<file path="src/hw/rtl/ppc_pkg.sv">
// ============================================================================
// ppc_pkg - shared types and constants for the polygon plane clipper
// Holds the controller states, command and status structs and field widths.
// ============================================================================
package ppc_pkg;

  localparam int CoordW = 32;
  localparam int IdxW   = 16;
  localparam int NrmW   = 18;
  localparam int ThrW   = 16;
  localparam int DistW  = 68;
  localparam int FracW  = 30;
  localparam int OutCap = 32;

  localparam logic [2:0] RegNormalX = 3'd0;
  localparam logic [2:0] RegNormalY = 3'd1;
  localparam logic [2:0] RegNormalZ = 3'd2;
  localparam logic [2:0] RegOffset  = 3'd3;
  localparam logic [2:0] RegThresh  = 3'd4;

  localparam logic [1:0] ClsFront    = 2'd0;
  localparam logic [1:0] ClsBack     = 2'd1;
  localparam logic [1:0] ClsCoplanar = 2'd2;
  localparam logic [1:0] ClsSplit    = 2'd3;

  typedef enum logic [3:0] {
    ST_LOAD,
    ST_DOT,
    ST_CLASSIFY,
    ST_DECIDE,
    ST_READ,
    ST_EVAL,
    ST_DIV,
    ST_MUL,
    ST_SUM,
    ST_EMIT_X,
    ST_EMIT_V,
    ST_EMIT_MARK,
    ST_WAIT
  } state_t;

  typedef struct packed {
    logic       load;     // capture the incoming vertex
    logic       dot;      // form the partial products
    logic       classify; // finish the distance, write the store
    logic       rd;       // read the ring at cur and prev
    logic       div_go;   // start the fraction divider
    logic       mul;      // form |b-a|*t products
    logic       sum;      // finish interpolation
    logic       emit_x;   // output register gets the intersection
    logic       emit_v;   // output register gets the stored vertex
    logic       emit_m;   // output register gets the empty marker
    logic       last;     // last_out for the item being emitted
    logic [1:0] cls;      // classification being emitted
    logic       clear;    // polygon done
  } ppc_cmd_t;

  typedef struct packed {
    logic       side_cur;
    logic       side_prev;
    logic       div_done;
    logic       seen_front;
    logic       seen_back;
    logic       tail_back;  // no front vertex at or after cur
  } ppc_sts_t;

endpackage

</file>
<file path="src/hw/rtl/ppc_ctrl.sv">
// ============================================================================
// ppc_ctrl - clipper sequencer
// Walks load, classification and the clip pass, and paces the output register.
// ============================================================================
module ppc_ctrl
  import ppc_pkg::*;
#(
  parameter int CntW = 5
) (
  input  logic            clk,
  input  logic            rst_n,
  input  logic            in_fire,
  input  logic            in_last,
  input  logic [CntW-1:0] vcount,
  input  ppc_sts_t        sts,
  input  logic            out_busy,
  output logic            in_ready,
  output logic [CntW-1:0] cur,
  output logic [CntW-1:0] prv,
  output ppc_cmd_t        cmd
);

  state_t          state_r, state_nxt;
  logic [CntW-1:0] cur_r, cur_nxt, prv_r, prv_nxt;
  logic [5:0]      ocnt_r, ocnt_nxt;
  logic            last_r, last_nxt;
  logic [1:0]      cls_r, cls_nxt;
  logic            vpend_r, vpend_nxt;

  assign cur = cur_r;
  assign prv = prv_r;

  always_ff @(posedge clk) begin
    if (!rst_n) begin
      state_r <= ST_LOAD;
      cur_r   <= '0;
      prv_r   <= '0;
      ocnt_r  <= '0;
      last_r  <= 1'b0;
      cls_r   <= ClsFront;
      vpend_r <= 1'b0;
    end else begin
      state_r <= state_nxt;
      cur_r   <= cur_nxt;
      prv_r   <= prv_nxt;
      ocnt_r  <= ocnt_nxt;
      last_r  <= last_nxt;
      cls_r   <= cls_nxt;
      vpend_r <= vpend_nxt;
    end
  end

  logic            at_end;
  logic [CntW-1:0] cur_inc;
  logic            cap_hit;
  assign cur_inc = cur_r + 1'b1;
  assign at_end  = (cur_inc == vcount);
  assign cap_hit = (ocnt_r == 6'(OutCap - 1));

  always_comb begin
    state_nxt = state_r;
    cur_nxt   = cur_r;
    prv_nxt   = prv_r;
    ocnt_nxt  = ocnt_r;
    last_nxt  = last_r;
    cls_nxt   = cls_r;
    vpend_nxt = vpend_r;
    cmd       = '0;
    cmd.cls   = cls_r;
    in_ready  = 1'b0;
    case (state_r)
      ST_LOAD: begin
        in_ready = 1'b1;
        if (in_fire) begin
          cmd.load  = 1'b1;
          last_nxt  = in_last;
          state_nxt = ST_DOT;
        end
      end
      ST_DOT: begin
        cmd.dot   = 1'b1;
        state_nxt = ST_CLASSIFY;
      end
      ST_CLASSIFY: begin
        cmd.classify = 1'b1;
        state_nxt    = last_r ? ST_DECIDE : ST_LOAD;
      end
      ST_DECIDE: begin
        ocnt_nxt = '0;
        cur_nxt  = '0;
        prv_nxt  = vcount - 1'b1;
        if (!sts.seen_front) begin
          cls_nxt   = sts.seen_back ? ClsBack : ClsCoplanar;
          state_nxt = sts.seen_back ? ST_EMIT_MARK : ST_READ;
        end else begin
          cls_nxt   = sts.seen_back ? ClsSplit : ClsFront;
          state_nxt = ST_READ;
        end
      end
      ST_READ: begin
        cmd.rd    = 1'b1;
        state_nxt = ST_EVAL;
      end
      ST_EVAL: begin
        if (cls_r != ClsSplit) begin
          if (!out_busy) begin
            cmd.emit_v = 1'b1;
            cmd.last   = at_end;
            cur_nxt    = cur_inc;
            state_nxt  = at_end ? ST_WAIT : ST_READ;
          end
        end else if (sts.side_cur != sts.side_prev) begin
          cmd.div_go = 1'b1;
          vpend_nxt  = !sts.side_prev;
          state_nxt  = ST_DIV;
        end else if (sts.side_cur) begin
          vpend_nxt = 1'b1;
          state_nxt = ST_EMIT_V;
        end else begin
          prv_nxt   = cur_r;
          cur_nxt   = cur_inc;
          state_nxt = at_end ? ST_WAIT : ST_READ;
        end
      end
      ST_DIV: begin
        if (sts.div_done) state_nxt = ST_MUL;
      end
      ST_MUL: begin
        cmd.mul   = 1'b1;
        state_nxt = ST_SUM;
      end
      ST_SUM: begin
        cmd.sum   = 1'b1;
        state_nxt = ST_EMIT_X;
      end
      ST_EMIT_X: begin
        if (!out_busy) begin
          cmd.emit_x = 1'b1;
          // A front-to-back crossing with only back vertices left is the final item.
          cmd.last   = cap_hit || (!vpend_r && sts.tail_back);
          ocnt_nxt   = ocnt_r + 1'b1;
          if (cap_hit) begin
            state_nxt = ST_WAIT;
          end else if (vpend_r) begin
            state_nxt = ST_EMIT_V;
          end else begin
            prv_nxt   = cur_r;
            cur_nxt   = cur_inc;
            state_nxt = at_end ? ST_WAIT : ST_READ;
          end
        end
      end
      ST_EMIT_V: begin
        if (!out_busy) begin
          cmd.emit_v = 1'b1;
          cmd.last   = cap_hit || at_end;
          ocnt_nxt   = ocnt_r + 1'b1;
          vpend_nxt  = 1'b0;
          prv_nxt    = cur_r;
          cur_nxt    = cur_inc;
          state_nxt  = (cap_hit || at_end) ? ST_WAIT : ST_READ;
        end
      end
      ST_EMIT_MARK: begin
        if (!out_busy) begin
          cmd.emit_m = 1'b1;
          cmd.last   = 1'b1;
          state_nxt  = ST_WAIT;
        end
      end
      ST_WAIT: begin
        cmd.clear = 1'b1;
        state_nxt = ST_LOAD;
      end
      default: state_nxt = ST_LOAD;
    endcase
  end

endmodule

</file>
<file path="config.mk">
export PLATFORM = sky130hd
export DESIGN_NAME = ppc_ctrl
export DESIGN_NICKNAME = d
export VERILOG_FILES = /design/src/hw/rtl/ppc_pkg.sv /design/src/hw/rtl/ppc_ctrl.sv
export SDC_FILE = /design/constraint.sdc
export NUM_CORES = 1
export LEC_CHECK = 0
export ABC_AREA = 0
export BUFFER_PORTS_ARGS = -buffer_cell sky130_fd_sc_hd__buf_2
export CORE_MARGIN = 2
export CORE_UTILIZATION = 55
export CTS_CLUSTER_SIZE = 28
export DETAILED_ROUTE_END_ITERATION = 12
export PLACE_DENSITY = 0.84
export RECOVER_POWER = 50
export SETUP_SLACK_MARGIN = 0.3
export SLEW_MARGIN = 30
export SYNTH_ARGS = -nofsm -noshare
export SYNTH_HDL_FRONTEND = slang
export SYNTH_SLANG_ARGS = --single-unit
</file>
<file path="constraint.sdc">
create_clock -name clk -period 3.74 [get_ports clk]
set_input_delay 0.187 -clock clk [delete_from_list [all_inputs] [get_ports clk]]
set_output_delay 0.187 -clock clk [all_outputs]
set_load 0.05 [all_outputs]
</file>
==> impl_results.md <==
* Outcome: finished clean
* Non-filler instance count after layout at between 300 and 400
* Maximum clock rate at 375.9 MHz
* DRT antenna net count at 0
* Setup CP Type: reg -> out
* Combinational cell fraction of total power at 0.537
* Clock Power Share at 0.123
* Skew-Pair Late Insertion Delay at ~0.32 ns
* Switching Power at a little under 0.6 mW
* Critical path origin: cur[0]$_SDFFE_PN0P_
* Flop pwr share at 0.339
* Met3 wire len at between 200 and 300 um
* Post-DP Area at 2136 um^2
* Post-DR vias/cell at slightly below 6
* Power per standard cell area at 527.7 nW/um^2
* Crit-path cells: ha_1 -> nor2b_1 -> or3_1 -> and3_1 -> o32a_1 -> nor2_1 -> buf_2
* Flop2flop setup slack at around 1.4 ns
* EDFF count, synth at 0
* Synth Area per Inst at 7.608 um^2
* Reg2reg start: state_r[0]$_SDFFE_PN0P_
* Top_reg_cell synth: dfxtp_1
* Worst Path Required at about 3.6 ns
* #FFs+latches synth at 24
* Syn nets at 284
* Initial core utilization at 0.5858
* P&R area growth vs syn at 8.317%
* H-tree depth at 1
* Maximum VDD drop at approximately 0.00022 V
* Clk_skew at 0.004400 ns
* Core region area at 3390 um^2
* Worst-Margin Slew at 0.6807 ns
* Clk buf depth at 2
* Crit end category: output pin
* Share of synthesized area occupied by flip-flops and latches at 0.2420
* Crit Path Max Fanout at 7
* Final layout net count at 310
* CP startpoint kind: register
* Top Metal Used: met4
* Leakage power at 0.8030 nW
* Critical R2R Capture: cur[2]$_SDFFE_PN0P_
* Final Hold Viols at 0
* Fin Setup TNS at 0 ns
* Max-Cap Viols at 0
* Routability cong. at 0.8641
* Synth area leaders: dfxtp_1 (24%), ha_1 (4.4%), o21ai_0 (4.3%)
* Clock-pin transition on the worst setup and hold timing paths at about 0.14 ns
* Setup Viol. Count Final at 0
* Rel. slew slack at 0.5456
* Finished Core Util at 0.6346
* Initial antenna violation count at 0
* Post-CTS Setup Bufs at 0
* Rows at 21
* Hold_sp: sts[1]
* R2r worst-path depth at 5
* GRT overflow at 0
* Global Route Usage Sum at 0.2341
* DIE AREA at 4107 um^2
* Finished Cell Area at around 2200 um^2
* Initial drt markers at around 280
* Max incr delay on CP at between 0.4 and 0.5 ns
* Met2 wire length at 2.017 mm
* Via count at 1974
* I/O pins at 41
* RSZ-0062 raised after global routing: no
* Layout cells sized above 1 at 0.1084
* Routed WL per cell at 14.01 um
* Hold Crit Depth at 3
* DP Worst Slack at 1.383 ns
* Root Driver: clkbuf_4
* Synth warn at 0
* Metal1 wirelength at 2.271 mm
* CTS tree: yes
* Gate count of the mapped netlist at around 260
* Switching share of power at 0.5160
* Tcrit/Tclk final at 0.7114
* Detailed placer's ending HPWL at 3.395 mm
* Die X at between 60 and 70 um
* Post-route minimum period at 2.661 ns
* Yosys top cell area share at 0.2420
* DP Cell Count at around 330
* Post-CTS Resized at 0
* Internal power at 0.5494 mW
* Yosys top cell by area: dfxtp_1
* Crit path DAT at 2.47 ns
* # port buffers at 40
* First-pass GRT wire length at 7.797 mm
* Chip height at approximately 64 um
* DR DRC count at 0
* Netlist Area Pre-Place at 1986 um^2
* FILL cells at about 320
* Synth unique cells at 54
* Pins Over Slew Limit at 0
* Largest net degree at the start of global routing at 34
* Hold buffer count at CTS at 0
* Drt pass-1 iters at 4
* TritonCTS Buffers at 3
* Final wirelength at 4.650 mm
* Clock sinks at 24
* Slowest-stage cell, CP: dfxtp_1
* Ys async rst share at 0
* Final worst slack at 1.079 ns
* Vias in the first global route at 1687
* Hold Path Class: in -> reg
* Ant diodes at 0
* Hold-critical path endpoint: cls_r[0]$_SDFFE_PN0P_
-- kinds of logic after synthesis --
family | after synthesis | synth area share
flip-flops | 24 | 0.2420
buffers and inverters | 29 | 0.07309
AO/OA/AOI/OAI | 82 | 0.2842
AND/OR/NAND/NOR | 107 | 0.3018
XOR/XNOR | 9 | 0.03970
adder cells (fa/ha/maj) | 7 | 0.04411
multiplexers | 3 | 0.01512
-- critical path: cells and delay by family (launching register included) --
family	cells	cell delay, ns
fa+ha+maj	1	0.32
compound gates	1	0.33
flops	1	0.48
simple gates	4	0.75
buf+inv	1	0.28
-- synth_stat cells, types with 3 or more instances --
cell type / n
dfxtp_1: 24
nand2_1: 21
nor2_1: 19
o21ai_0: 17
nand3_1: 13
a21oi_1: 11
inv_1: 9
a21boi_1: 8
buf_2: 8
nor3_1: 8
clkbuf_1: 7
ha_1: 7
nor2b_1: 7
nand2b_1: 6
o211ai_1: 6
o21ai_1: 6
xnor2_1: 6
and3_1: 5
nor3b_1: 5
a21boi_0: 4
a21o_1: 4
o221ai_1: 4
o22ai_1: 4
or3_1: 4
buf_6: 3
mux2i_1: 3
nand4b_1: 3
nand4bb_1: 3
xor2_1: 3
-- through the flow --
| step | hold slack, ns | power, mW |
|---|---|---|
| after floorplan | 0.3219 | 0.9134 |
| after global routing | 0.1344 | 1.217 |
| after CTS | 0.08793 | 1.144 |
| after detailed placement | 0.4511 | 1.004 |
| after global placement | 0.4469 | 0.9986 |
| final | 0.1128 | 1.135 |
-- layout make-up --
class / instances / area, um^2 / area share
multi-input combinational: 208 / 1360 / 0.6323
sequential: 24 / 480.5 / 0.2234
timing repair buffer: 40 / 178.9 / 0.08319
tap: 46 / 57.56 / 0.02676
inverter: 10 / 37.54 / 0.01745
clock buffer: 4 / 36.28 / 0.01687
-- worst max path at each step --
stage                               end  slack (ns)
floorplan           last_r$_SDFFE_PN0P_        0.51
global placement                 cmd[3]        1.50
detailed placement  cur[2]$_SDFFE_PN0P_        1.38
CTS                              cmd[3]        1.09
global route                     cmd[3]        0.94
finish                           cmd[3]        1.08
-- layer usage --
layer  vias up  global-route usage
li1       1011                   -
met5         -                   0
met2        61              0.3398
met3        13             0.03169
met1       889              0.3486
met4         0             0.08696
-- state kept, by name (all words and copies together), names as in the netlist --
| signal | cells |
|---|---|
| vpend_r | 1 |
| ocnt_r | 6 |
| last_r | 1 |
| state_r | 4 |
| prv | 5 |
| cur | 5 |
| cls_r | 2 |
-- cell usage in the layout (no fill, tap or decap), types with 5 or more instances in the layout --
| cell | instances |
|---|---|
| nor2_1 | 19 |
| nor3_1 | 8 |
| and3_1 | 5 |
| nand2b_1 | 6 |
| nand3_1 | 13 |
| o21ai_0 | 17 |
| nor2b_1 | 7 |
| inv_1 | 10 |
| a21boi_0 | 6 |
| o211ai_1 | 6 |
| buf_2 | 23 |
| nand2_1 | 21 |
| dfxtp_1 | 24 |
| xnor2_1 | 6 |
| clkbuf_1 | 17 |
| a21oi_1 | 11 |
| o21ai_1 | 6 |
| nor3b_1 | 5 |
| ha_1 | 7 |
| a21boi_1 | 6 |
-- power groups by stage --
stage          combinational [mW]  sequential, mW  clock (mW)
2_1_floorplan               0.540           0.373           0
3_3_place_gp                0.611           0.388           0
3_5_place_dp                0.615           0.390           0
4_1_cts                     0.617           0.383       0.144
5_1_grt                     0.662           0.401       0.154
6_report                    0.610           0.385       0.140
Note: power is estimated with default switching activity, not from simulation.
